### src/design/tli_pkg.sv
// ----------------------------------------------------------------------------
// tli_pkg: shared types and constants of the table linear interpolator
// widths, opcodes, register indexes, controller states and command structs
// ----------------------------------------------------------------------------
package tli_pkg;

  localparam int TABLE_DEPTH_DEF = 256;
  localparam int TABLE_BITS      = 8;
  localparam int FRAC_BITS       = 16;

  localparam int OP_W       = 2;
  localparam int IDX_W      = 8;
  localparam int VAL_W      = 8;
  localparam int AMT_W      = 16;
  localparam int OUT_W      = 16;
  localparam int XR_W       = 16;
  localparam int YR_W       = 16;
  localparam int N_W        = 8;
  localparam int SLOT_W     = 9;
  localparam int FX_W       = 32;
  localparam int SLOPE_W    = 33;
  localparam int FACTOR_W   = YR_W + TABLE_BITS;
  localparam int CFG_IDX_W  = 2;
  localparam int CFG_DATA_W = 16;

  localparam logic [CFG_IDX_W-1:0] CFG_X_RANGE = 2'd0;
  localparam logic [CFG_IDX_W-1:0] CFG_Y_RANGE = 2'd1;
  localparam logic [CFG_IDX_W-1:0] CFG_ENTRIES = 2'd2;

  localparam logic [XR_W-1:0] X_RANGE_RST = 16'd256;
  localparam logic [YR_W-1:0] Y_RANGE_RST = 16'd256;
  localparam logic [N_W-1:0]  ENTRIES_RST = 8'd16;
  localparam logic [OUT_W-1:0] OUT_MAX    = 16'hffff;

  typedef enum logic [OP_W-1:0] {
    OP_WRITE   = 2'd0,
    OP_SET     = 2'd1,
    OP_ADVANCE = 2'd2,
    OP_NONE    = 2'd3
  } opcode_t;

  typedef enum logic [1:0] {
    DIV_SPAN,
    DIV_POS,
    DIV_SLOPE
  } div_sel_t;

  typedef enum logic [3:0] {
    S_IDLE,
    S_SPAN,
    S_DECODE,
    S_POS_DIV,
    S_WALK,
    S_LOAD_RD1,
    S_LOAD_RD2,
    S_LOAD_CAP,
    S_LOAD_MUL,
    S_SLOPE_START,
    S_SLOPE_DIV,
    S_OUT_MUL,
    S_OUT_DONE
  } tli_state_t;

  typedef struct packed {
    logic     accept;
    logic     div_start;
    div_sel_t div_sel;
    logic     span_set;
    logic     table_write;
    logic     pos_set;
    logic     walk_init;
    logic     walk_step;
    logic     walk_finish;
    logic     rd_next;
    logic     cap_y1;
    logic     cap_y2;
    logic     load_mul;
    logic     slope_set;
    logic     out_mul;
    logic     result_load;
  } tli_cmd_t;

  typedef struct packed {
    logic    span_pending;
    logic    div_done;
    opcode_t op;
    logic    at_end;
    logic    pos_in_table;
    logic    walk_more;
    logic    walk_load;
    logic    out_busy;
  } tli_status_t;

endpackage

### src/design/tli_controller.sv
// ----------------------------------------------------------------------------
// tli_controller: sequencer of the interpolator
// steps each request through decode and, as its opcode needs, division, slot walk and slot load
// ----------------------------------------------------------------------------
module tli_controller (
  input  logic                 clk,
  input  logic                 rst,
  input  logic                 in_valid,
  output logic                 in_ready,
  input  tli_pkg::tli_status_t status,
  output tli_pkg::tli_cmd_t    cmd
);
  import tli_pkg::*;

  tli_state_t state;
  tli_state_t state_next;

  always_ff @(posedge clk) begin
    if (rst) begin
      state <= S_IDLE;
    end else begin
      state <= state_next;
    end
  end

  always_comb begin
    state_next = state;
    case (state)
      S_IDLE: begin
        if (status.span_pending) begin
          state_next = S_SPAN;
        end else if (in_valid) begin
          state_next = S_DECODE;
        end
      end
      S_SPAN: if (status.div_done) state_next = S_IDLE;
      S_DECODE: begin
        case (status.op)
          OP_SET: state_next = S_POS_DIV;
          OP_ADVANCE: state_next = status.at_end ? S_OUT_MUL : S_WALK;
          default: state_next = S_OUT_MUL;
        endcase
      end
      S_POS_DIV: begin
        if (status.div_done) begin
          state_next = status.pos_in_table ? S_LOAD_RD1 : S_OUT_MUL;
        end
      end
      S_WALK: begin
        if (!status.walk_more) begin
          state_next = status.walk_load ? S_LOAD_RD1 : S_OUT_MUL;
        end
      end
      S_LOAD_RD1: state_next = S_LOAD_RD2;
      S_LOAD_RD2: state_next = S_LOAD_CAP;
      S_LOAD_CAP: state_next = S_LOAD_MUL;
      S_LOAD_MUL: state_next = S_SLOPE_START;
      S_SLOPE_START: state_next = S_SLOPE_DIV;
      S_SLOPE_DIV: if (status.div_done) state_next = S_OUT_MUL;
      S_OUT_MUL: state_next = S_OUT_DONE;
      S_OUT_DONE: if (!status.out_busy) state_next = S_IDLE;
      default: state_next = S_IDLE;
    endcase
  end

  always_comb begin
    cmd      = '0;
    cmd.div_sel = DIV_SLOPE;
    in_ready = 1'b0;
    case (state)
      S_IDLE: begin
        if (status.span_pending) begin
          cmd.div_start = 1'b1;
          cmd.div_sel   = DIV_SPAN;
        end else begin
          in_ready   = 1'b1;
          cmd.accept = in_valid;
        end
      end
      S_SPAN: cmd.span_set = status.div_done;
      S_DECODE: begin
        case (status.op)
          OP_WRITE: cmd.table_write = 1'b1;
          OP_SET: begin
            cmd.div_start = 1'b1;
            cmd.div_sel   = DIV_POS;
          end
          OP_ADVANCE: cmd.walk_init = !status.at_end;
          default: ;
        endcase
      end
      S_POS_DIV: begin
        cmd.div_sel = DIV_POS;
        cmd.pos_set = status.div_done;
      end
      S_WALK: begin
        cmd.walk_step   = status.walk_more;
        cmd.walk_finish = !status.walk_more;
      end
      S_LOAD_RD1: cmd.rd_next = 1'b0;
      S_LOAD_RD2: begin
        cmd.rd_next = 1'b1;
        cmd.cap_y1  = 1'b1;
      end
      S_LOAD_CAP: cmd.cap_y2 = 1'b1;
      S_LOAD_MUL: cmd.load_mul = 1'b1;
      S_SLOPE_START: cmd.div_start = 1'b1;
      S_SLOPE_DIV: cmd.slope_set = status.div_done;
      S_OUT_MUL: cmd.out_mul = 1'b1;
      S_OUT_DONE: cmd.result_load = !status.out_busy;
      default: ;
    endcase
  end

endmodule

### config.mk
export PLATFORM = sky130hd
export DESIGN_NAME = tli_controller
export DESIGN_NICKNAME = d
export VERILOG_FILES = /design/src/design/tli_pkg.sv /design/src/design/tli_controller.sv
export SDC_FILE = /design/constraint.sdc
export NUM_CORES = 1
export LEC_CHECK = 0
export BUFFER_PORTS_ARGS = -buffer_cell sky130_fd_sc_hd__buf_2
export CAP_MARGIN = 20
export CORE_UTILIZATION = 35
export DETAILED_ROUTE_END_ITERATION = 10
export GPL_TIMING_DRIVEN = 0
export PLACE_DENSITY = 0.74
export SETUP_SLACK_MARGIN = 0.5
export SLEW_MARGIN = 20
export SYNTH_ARGS = -nofsm -noshare
export SYNTH_HDL_FRONTEND = slang
export SYNTH_SLANG_ARGS = --single-unit
### constraint.sdc
create_clock -name clk -period 3.9 [get_ports clk]
set_input_delay 0.585 -clock clk [delete_from_list [all_inputs] [get_ports clk]]
set_output_delay 0.585 -clock clk [all_outputs]
set_load 0.01 [all_outputs]
==> reports/results.txt, run 1 <==
CTS tree = yes
Area growth syn-to-layout = 30.4%
Max VDD drop = 0.263 mV
PortBufs = 29
Min-delay worst type = primary input to flop
Unique masters post-synth = 42
Router iterations before antenna repair = 4
ANT cells = 0
Cell Count, Final, Fillers Out = 149
CTS H-tree depth = 1
I/O pins = 30
First-pass GRT wire length = 2.97 mm
Clock Latency Late Sink = 0.23 ns
Met2 wire len = 1.01 mm
Largest net degree at the start of global routing = 11
Cell Pwr Density = 581 mW/mm^2
Crit path DAT = 1.72 ns
Metal-1 WL = 800 microns
Clk root buf = clkbuf_4
Yosys reg bits = 4
Fmax = 435 MHz
Setup violations, final = 0
FP Rows = 15
Avg WL per Cell = 13.2 microns
ANT nets after route = 0
Placed cells = 146
Vias per inst = 5.46
Vias in the first global route = 738
Min Tclk post-route = 2.30 ns
CP endpoint kind = output pin
Worst-path maximum fanout = 10
Placed instance area = 831 sq um
Final hold vios = 0
Die ar. = 0.00205 sq mm
1st-iter DRT viols = 41
Clock buffer depth = 2
DRC = 0
Highest Signal Layer = met4
Finished Cell Area = 853 sq um
Post-synthesis cell area = 654 sq um
Clock sink count = 4
Worst path required time = 3.31 ns
Total wire length = 1.97 mm
RSZ-0062 raised after global routing = no
Initial antenna violation count = 0
TritonCTS buffer count = 3
WS Path Type = flop to output pin
Setup Buffers After CTS = 0
Total global routing overflow = 0
CTS clock-pin slew for the worst setup and hold paths = 0.03 ns
PostCTS Resize Cnt = 0
Synth warn = 0
WL met3 = 136 microns
Starting Density = 37.5%
Post-synth EDFFs = 0
Synth Instances = 92
Fin crit share = 59.0%
Overall Global Routing Usage = 19.7%
Type of origin of the critical path = flop
TNS Setup = 0 ns
Gpl congestion = 0.905
Seq/Total Area, Yosys = 12.2%
Syn_nets = 107
Commonest non-fill, non-tap cells in the layout = buf_2 (33), nor2_1 (12), nor3_1 (7)
Biggest registers after layout = state (4)
Reg with most FFs = state
Worst slew pin tran = 0.534 ns
Leakage power = 0.417 nW
Hold_buf cts = 0
Max_cap viols = 0
Share of post-route cells with drive strength above 1 = 36.3%
Status = finished, final reports clean
CORE AREA = 0.00175 sq mm
Max reg flops = 4
Die width = 45.2 microns
Die Ht = 45.2 microns
Syn Area/Cell = 7.11 sq um
Total power = 0.495 mW
Final #Nets = 141
Most common cell after layout, fill and taps aside = buf_2
Skew final = 0.00591 ns
Fin util = 48.9%
Worst rel slew slack = 63.9%
Asr flop ratio synth = 0%
HPWL after DPL = 1.51 mm
Synth Flop Type = dfxtp_1
Routed via count = 814
Slew Viols, Final = 0
[routing by layer]
layer / vias up / track usage, %
li1: 404 / -
met1: 370 / 22.8
met2: 38 / 35.4
met3: 2 / 5.20
met4: 0 / 5.45
met5: - / 0
[cell usage after synthesis, types with 2 or more instances]
master    instances  area share, %
nor3_1            7            5.4
nor4_1            2            1.9
o21ai_0           3            2.3
xor2_1            2            2.7
nor4b_1           2            2.7
nand2_1           4            2.3
a211oi_1          2            2.3
nand2b_1          3            2.9
inv_1             6            3.4
ha_1              3            5.7
a21oi_1           4            3.1
o21ai_1           3            2.3
o32a_1            2            3.1
and3_1            2            1.9
buf_4             2            2.3
nand3_1           2            1.5
buf_2             4            3.1
nor2_1           12            6.9
dfxtp_1           4             12
[power breakdown]
| group | total [mW] | internal [mW] | switching [mW] | leakage (nW) |
|---|---|---|---|---|
| combinational | 0.371 | 0.152 | 0.219 | 0.370 |
| clock | 0.0503 | 0.0343 | 0.0160 | 0.0138 |
| sequential | 0.0741 | 0.0557 | 0.0184 | 0.0327 |
| total | 0.495 | 0.242 | 0.253 | 0.417 |
[cell families (layout without fill, tap and decap cells)]
family / after synthesis / after routing / share of synthesized area, %
AOI/OAI and AO/OA: 25 / 25 / 29.4
DFF: 4 / 4 / 12.2
adders and majority gates: 3 / 3 / 5.74
and+or+nand+nor: 42 / 42 / 36.7
muxes: 1 / 1 / 1.53
buffers and inverters: 15 / 47 / 11.7
xor gates and xnor gates: 2 / 2 / 2.68
[area by class of cell]
type	instances	area, sq um
repair buffers	29	145
fillers	192	892
inverters	7	26.3
multi-input cells	73	498
flip-flops and latches	4	80.1
clock buffers	3	22.5
plain buffers	8	50.0
well taps	25	31.3
[through the flow]
stage                     hold slack [ns]  setup WS [ns]
after CTS                           0.597           1.64
after detailed placement            0.639           1.73
final                               0.597           1.60
after global routing                0.598           1.46
after floorplan                     0.563           1.94
after global placement              0.645           1.74
[worst paths after layout]
path	end	start	slack, ns	cells past startpoint
setup reg to reg	state[2]$_SDFFE_PP0P_	state[1]$_SDFFE_PP0P_	2.29	5
setup / recovery	cmd[2]	state[1]$_SDFFE_PP0P_	1.60	5
hold / removal	state[3]$_SDFFE_PP0P_	rst	0.60	2
hold reg to reg	state[2]$_SDFFE_PP0P_	state[1]$_SDFFE_PP0P_	0.64	2
[worst max-delay path: stages, from the launching register on]
cell and delay [ns]:
dfxtp_1 0.36, buf_2 0.23, buf_2 0.24, inv_2 0.09, nor4_1 0.34, buf_2 0.21
(Power assumes the default switching activity.)
==> run 2, diff against run 1 <==
PLACE_DENSITY = 0.76   (was 0.74)
clock period = 2.1 ns   (was 3.9 ns; I/O delays follow)
==> run 2 against run 1 <==
- sequential power increased by 110%
- combinational power rose to 3.3 times the previous value
- global-route usage increased by 6.2 points
- count of clock-buffer cells in the layout unchanged
- wire length grew 52%
- critical path depth up 1
- flip-flop and latch count did not move
- core utilization up 23 points
- cell count increased by 13%
==> reports/results.txt, run 2 (same netlist as run 1, synthesis figures left out) <==
Status = finished, final reports clean (unchanged)
Clk root buf = clkbuf_4 (unchanged)
Setup violations, final = 0 (unchanged)
CTS H-tree depth = 1 (unchanged)
CP endpoint kind = output pin (unchanged)
Largest net degree at the start of global routing = 11 (unchanged)
Min Tclk post-route = 1.71 ns
Final #Nets = 161 (was 141)
Hold_buf cts = 0 (unchanged)
1st-iter DRT viols = 18 (was 41)
Min-delay worst type = primary input to flop (unchanged)
PortBufs = 29 (unchanged)
Crit path DAT = 1.40 ns (was 1.72 ns)
Clock Latency Late Sink = 0.24 ns (was 0.23 ns)
Max VDD drop = 0.620 mV (was 0.263 mV)
Clock buffer depth = 2 (unchanged)
Worst rel slew slack = 73.2% (was 63.9%)
Dpl ws = 0.268 ns (was 1.73 ns)
Vias in the first global route = 871 (was 738)
Finished Cell Area = 0.00126 sq mm (was 853 sq um)
Share of post-route cells with drive strength above 1 = 64.6% (was 36.3%)
Clock sink count = 4 (unchanged)
ANT nets after route = 0 (unchanged)
Die Ht = 45.2 microns (unchanged)
Die ar. = 0.00205 sq mm (unchanged)
Psw = 0.701 mW (was 0.253 mW)
WS Path Type = flop to output pin (unchanged)
Internal power = 0.795 mW (was 0.242 mW)
RSZ-0062 raised after global routing = yes (was no)
I/O pins = 30 (unchanged)
Worst-path maximum fanout = 7 (was 10)
Area growth syn-to-layout = 92.4% (was 30.4%)
Max_cap viols = 0 (unchanged)
Sw Ratio = 46.9% (was 51.1%)
Die width = 45.2 microns (unchanged)
Skew final = 0.00268 ns (was 0.00591 ns)
Worst path required time = 1.78 ns (was 3.31 ns)
Sequential share of power = 10.5% (was 15.0%)
DRC = 0 (unchanged)
CP max stage delay = 0.35 ns (was 0.36 ns)
TNS Setup = 0 ns (unchanged)
Worst slew pin tran = 0.402 ns (was 0.534 ns)
Slew Viols, Final = 0 (unchanged)
ANT cells = 0 (unchanged)
Overall Global Routing Usage = 25.9% (was 19.7%)
Commonest non-fill, non-tap cells in the layout = buf_2 (27), buf_4 (17), buf_6 (9), nor2_1 (9), nor3_1 (6) (was buf_2 (33), nor2_1 (12), nor3_1 (7))
Router iterations before antenna repair = 5 (was 4)
Placed instance area = 831 sq um (unchanged)
Leakage power = 0.583 nW (was 0.417 nW)
TritonCTS buffer count = 3 (unchanged)
Total wire length = 2.99 mm (was 1.97 mm)
Most common cell after layout, fill and taps aside = buf_2 (unchanged)
Worst path slowest cell = dfxtp_4 (was dfxtp_1)
Starting Density = 37.5% (unchanged)
Comb power frac = 83.1% (was 74.9%)
FP Rows = 15 (unchanged)
Cell Pwr Density = 1190 mW/mm^2 (was 581 mW/mm^2)
Reg with most FFs = state (unchanged)
HPWL after DPL = 1.59 mm (was 1.51 mm)
Initial antenna violation count = 0 (unchanged)
CTS tree = yes (unchanged)
Cell Chain, Critical Path = buf_6 > buf_8 > inv_2 > nand2_2 > nor3_1 > buf_2 (was buf_2 > buf_2 > inv_2 > nor4_1 > buf_2)
Total global routing overflow = 0 (unchanged)
Slack of the critical path = 0.387 ns (was 1.60 ns)
CTS clock-pin slew for the worst setup and hold paths = 0.04 ns (was 0.03 ns)
Footprint of the multi-input gates = 649 sq um (was 498 sq um)
Routed via count = 978 (was 814)
Avg WL per Cell = 17.7 microns (was 13.2 microns)
Fin crit share = 81.6%
Gpl congestion = 0.851 (was 0.905)
Max reg flops = 4 (unchanged)
Biggest registers after layout = state (4) (unchanged)
Vias per inst = 5.79 (was 5.46)
Fmax = 584 MHz
First-pass GRT wire length = 3.90 mm (was 2.97 mm)
Fillers = 144 (was 192)
Clock Power Share = 6.5% (was 10.2%)
Final hold vios = 0 (unchanged)
Type of origin of the critical path = flop (unchanged)
CORE AREA = 0.00175 sq mm (unchanged)
Flip-flop and latch area = 95.1 sq um (was 80.1 sq um)
run 2: changes by cell type in the layout (fill, tap and decap cells not counted), sizes merged:
cell and change:
clkbuf +1, buf +19
run 2: final timing paths:
check / start / to / slack, ns / depth (start not counted)
worst min-delay path: rst / state[3]$_SDFFE_PP0P_ / 0.34 / 2
worst max-delay path: state[1]$_SDFFE_PP0P_ / cmd[0] / 0.39 / 6
worst max register to register: state[1]$_SDFFE_PP0P_ / state[1]$_SDFFE_PP0P_ / 0.46 / 4
worst min register to register: state[0]$_SDFFE_PP0P_ / state[2]$_SDFFE_PP0P_ / 0.63 / 2
run 2: power groups by stage:
stage	Combinational (mW)	Clock, mW	Sequential [mW]
2_1_floorplan	0.512	0	0.126
3_3_place_gp	0.678	0	0.137
3_5_place_dp	0.688	0	0.137
4_1_cts	0.922	0.0993	0.145
5_1_grt	1.30	0.108	0.162
6_report	1.24	0.0968	0.156
run 2: final cells by class:
type | count | share of cell area, %
multi-input combinational | 73 | 51.6
timing repair buffer | 49 | 26.7
tap | 25 | 2.49
buffer | 8 | 7.75
clock buffer | 3 | 1.79
sequential | 4 | 7.55
inverter | 7 | 2.09
run 2: what timing repair did:
action,CTS,global route
hold endpoints to repair,0,0
setup buffers,11,8
pin swaps,6,9
gates resized for setup,31,30
endpoints found under the setup margin,17,18
cloned,0,1
run 2: worst max-delay path: cells and delay by family (launching register included):
kind                   cells  cell delay (ns)
buffers and inverters      4             0.54
and+or+nand+nor            2             0.27
DFF                        1             0.35
run 2: through the flow:
step,instances,utilization [%],hold slack (ns),power [mW]
3_3_place_gp,146,47.6,0.561,0.815
3_5_place_dp,146,47.6,0.561,0.826
2_1_floorplan,92,-,0.384,0.638
4_1_cts,160,58.8,0.306,1.17
5_1_grt,169,72.1,0.332,1.57
6_report,169,72.1,0.338,1.50
run 2: layer usage:
| metal | wire [microns] | vias up | GRT usage, % |
|---|---|---|---|
| met5 | 0 | - | 0 |
| met4 | 66 | 0 | 6.67 |
| met3 | 202 | 10 | 6.00 |
| met2 | 1450 | 67 | 47.2 |
| met1 | 1270 | 458 | 30.0 |
| li1 | - | 443 | - |
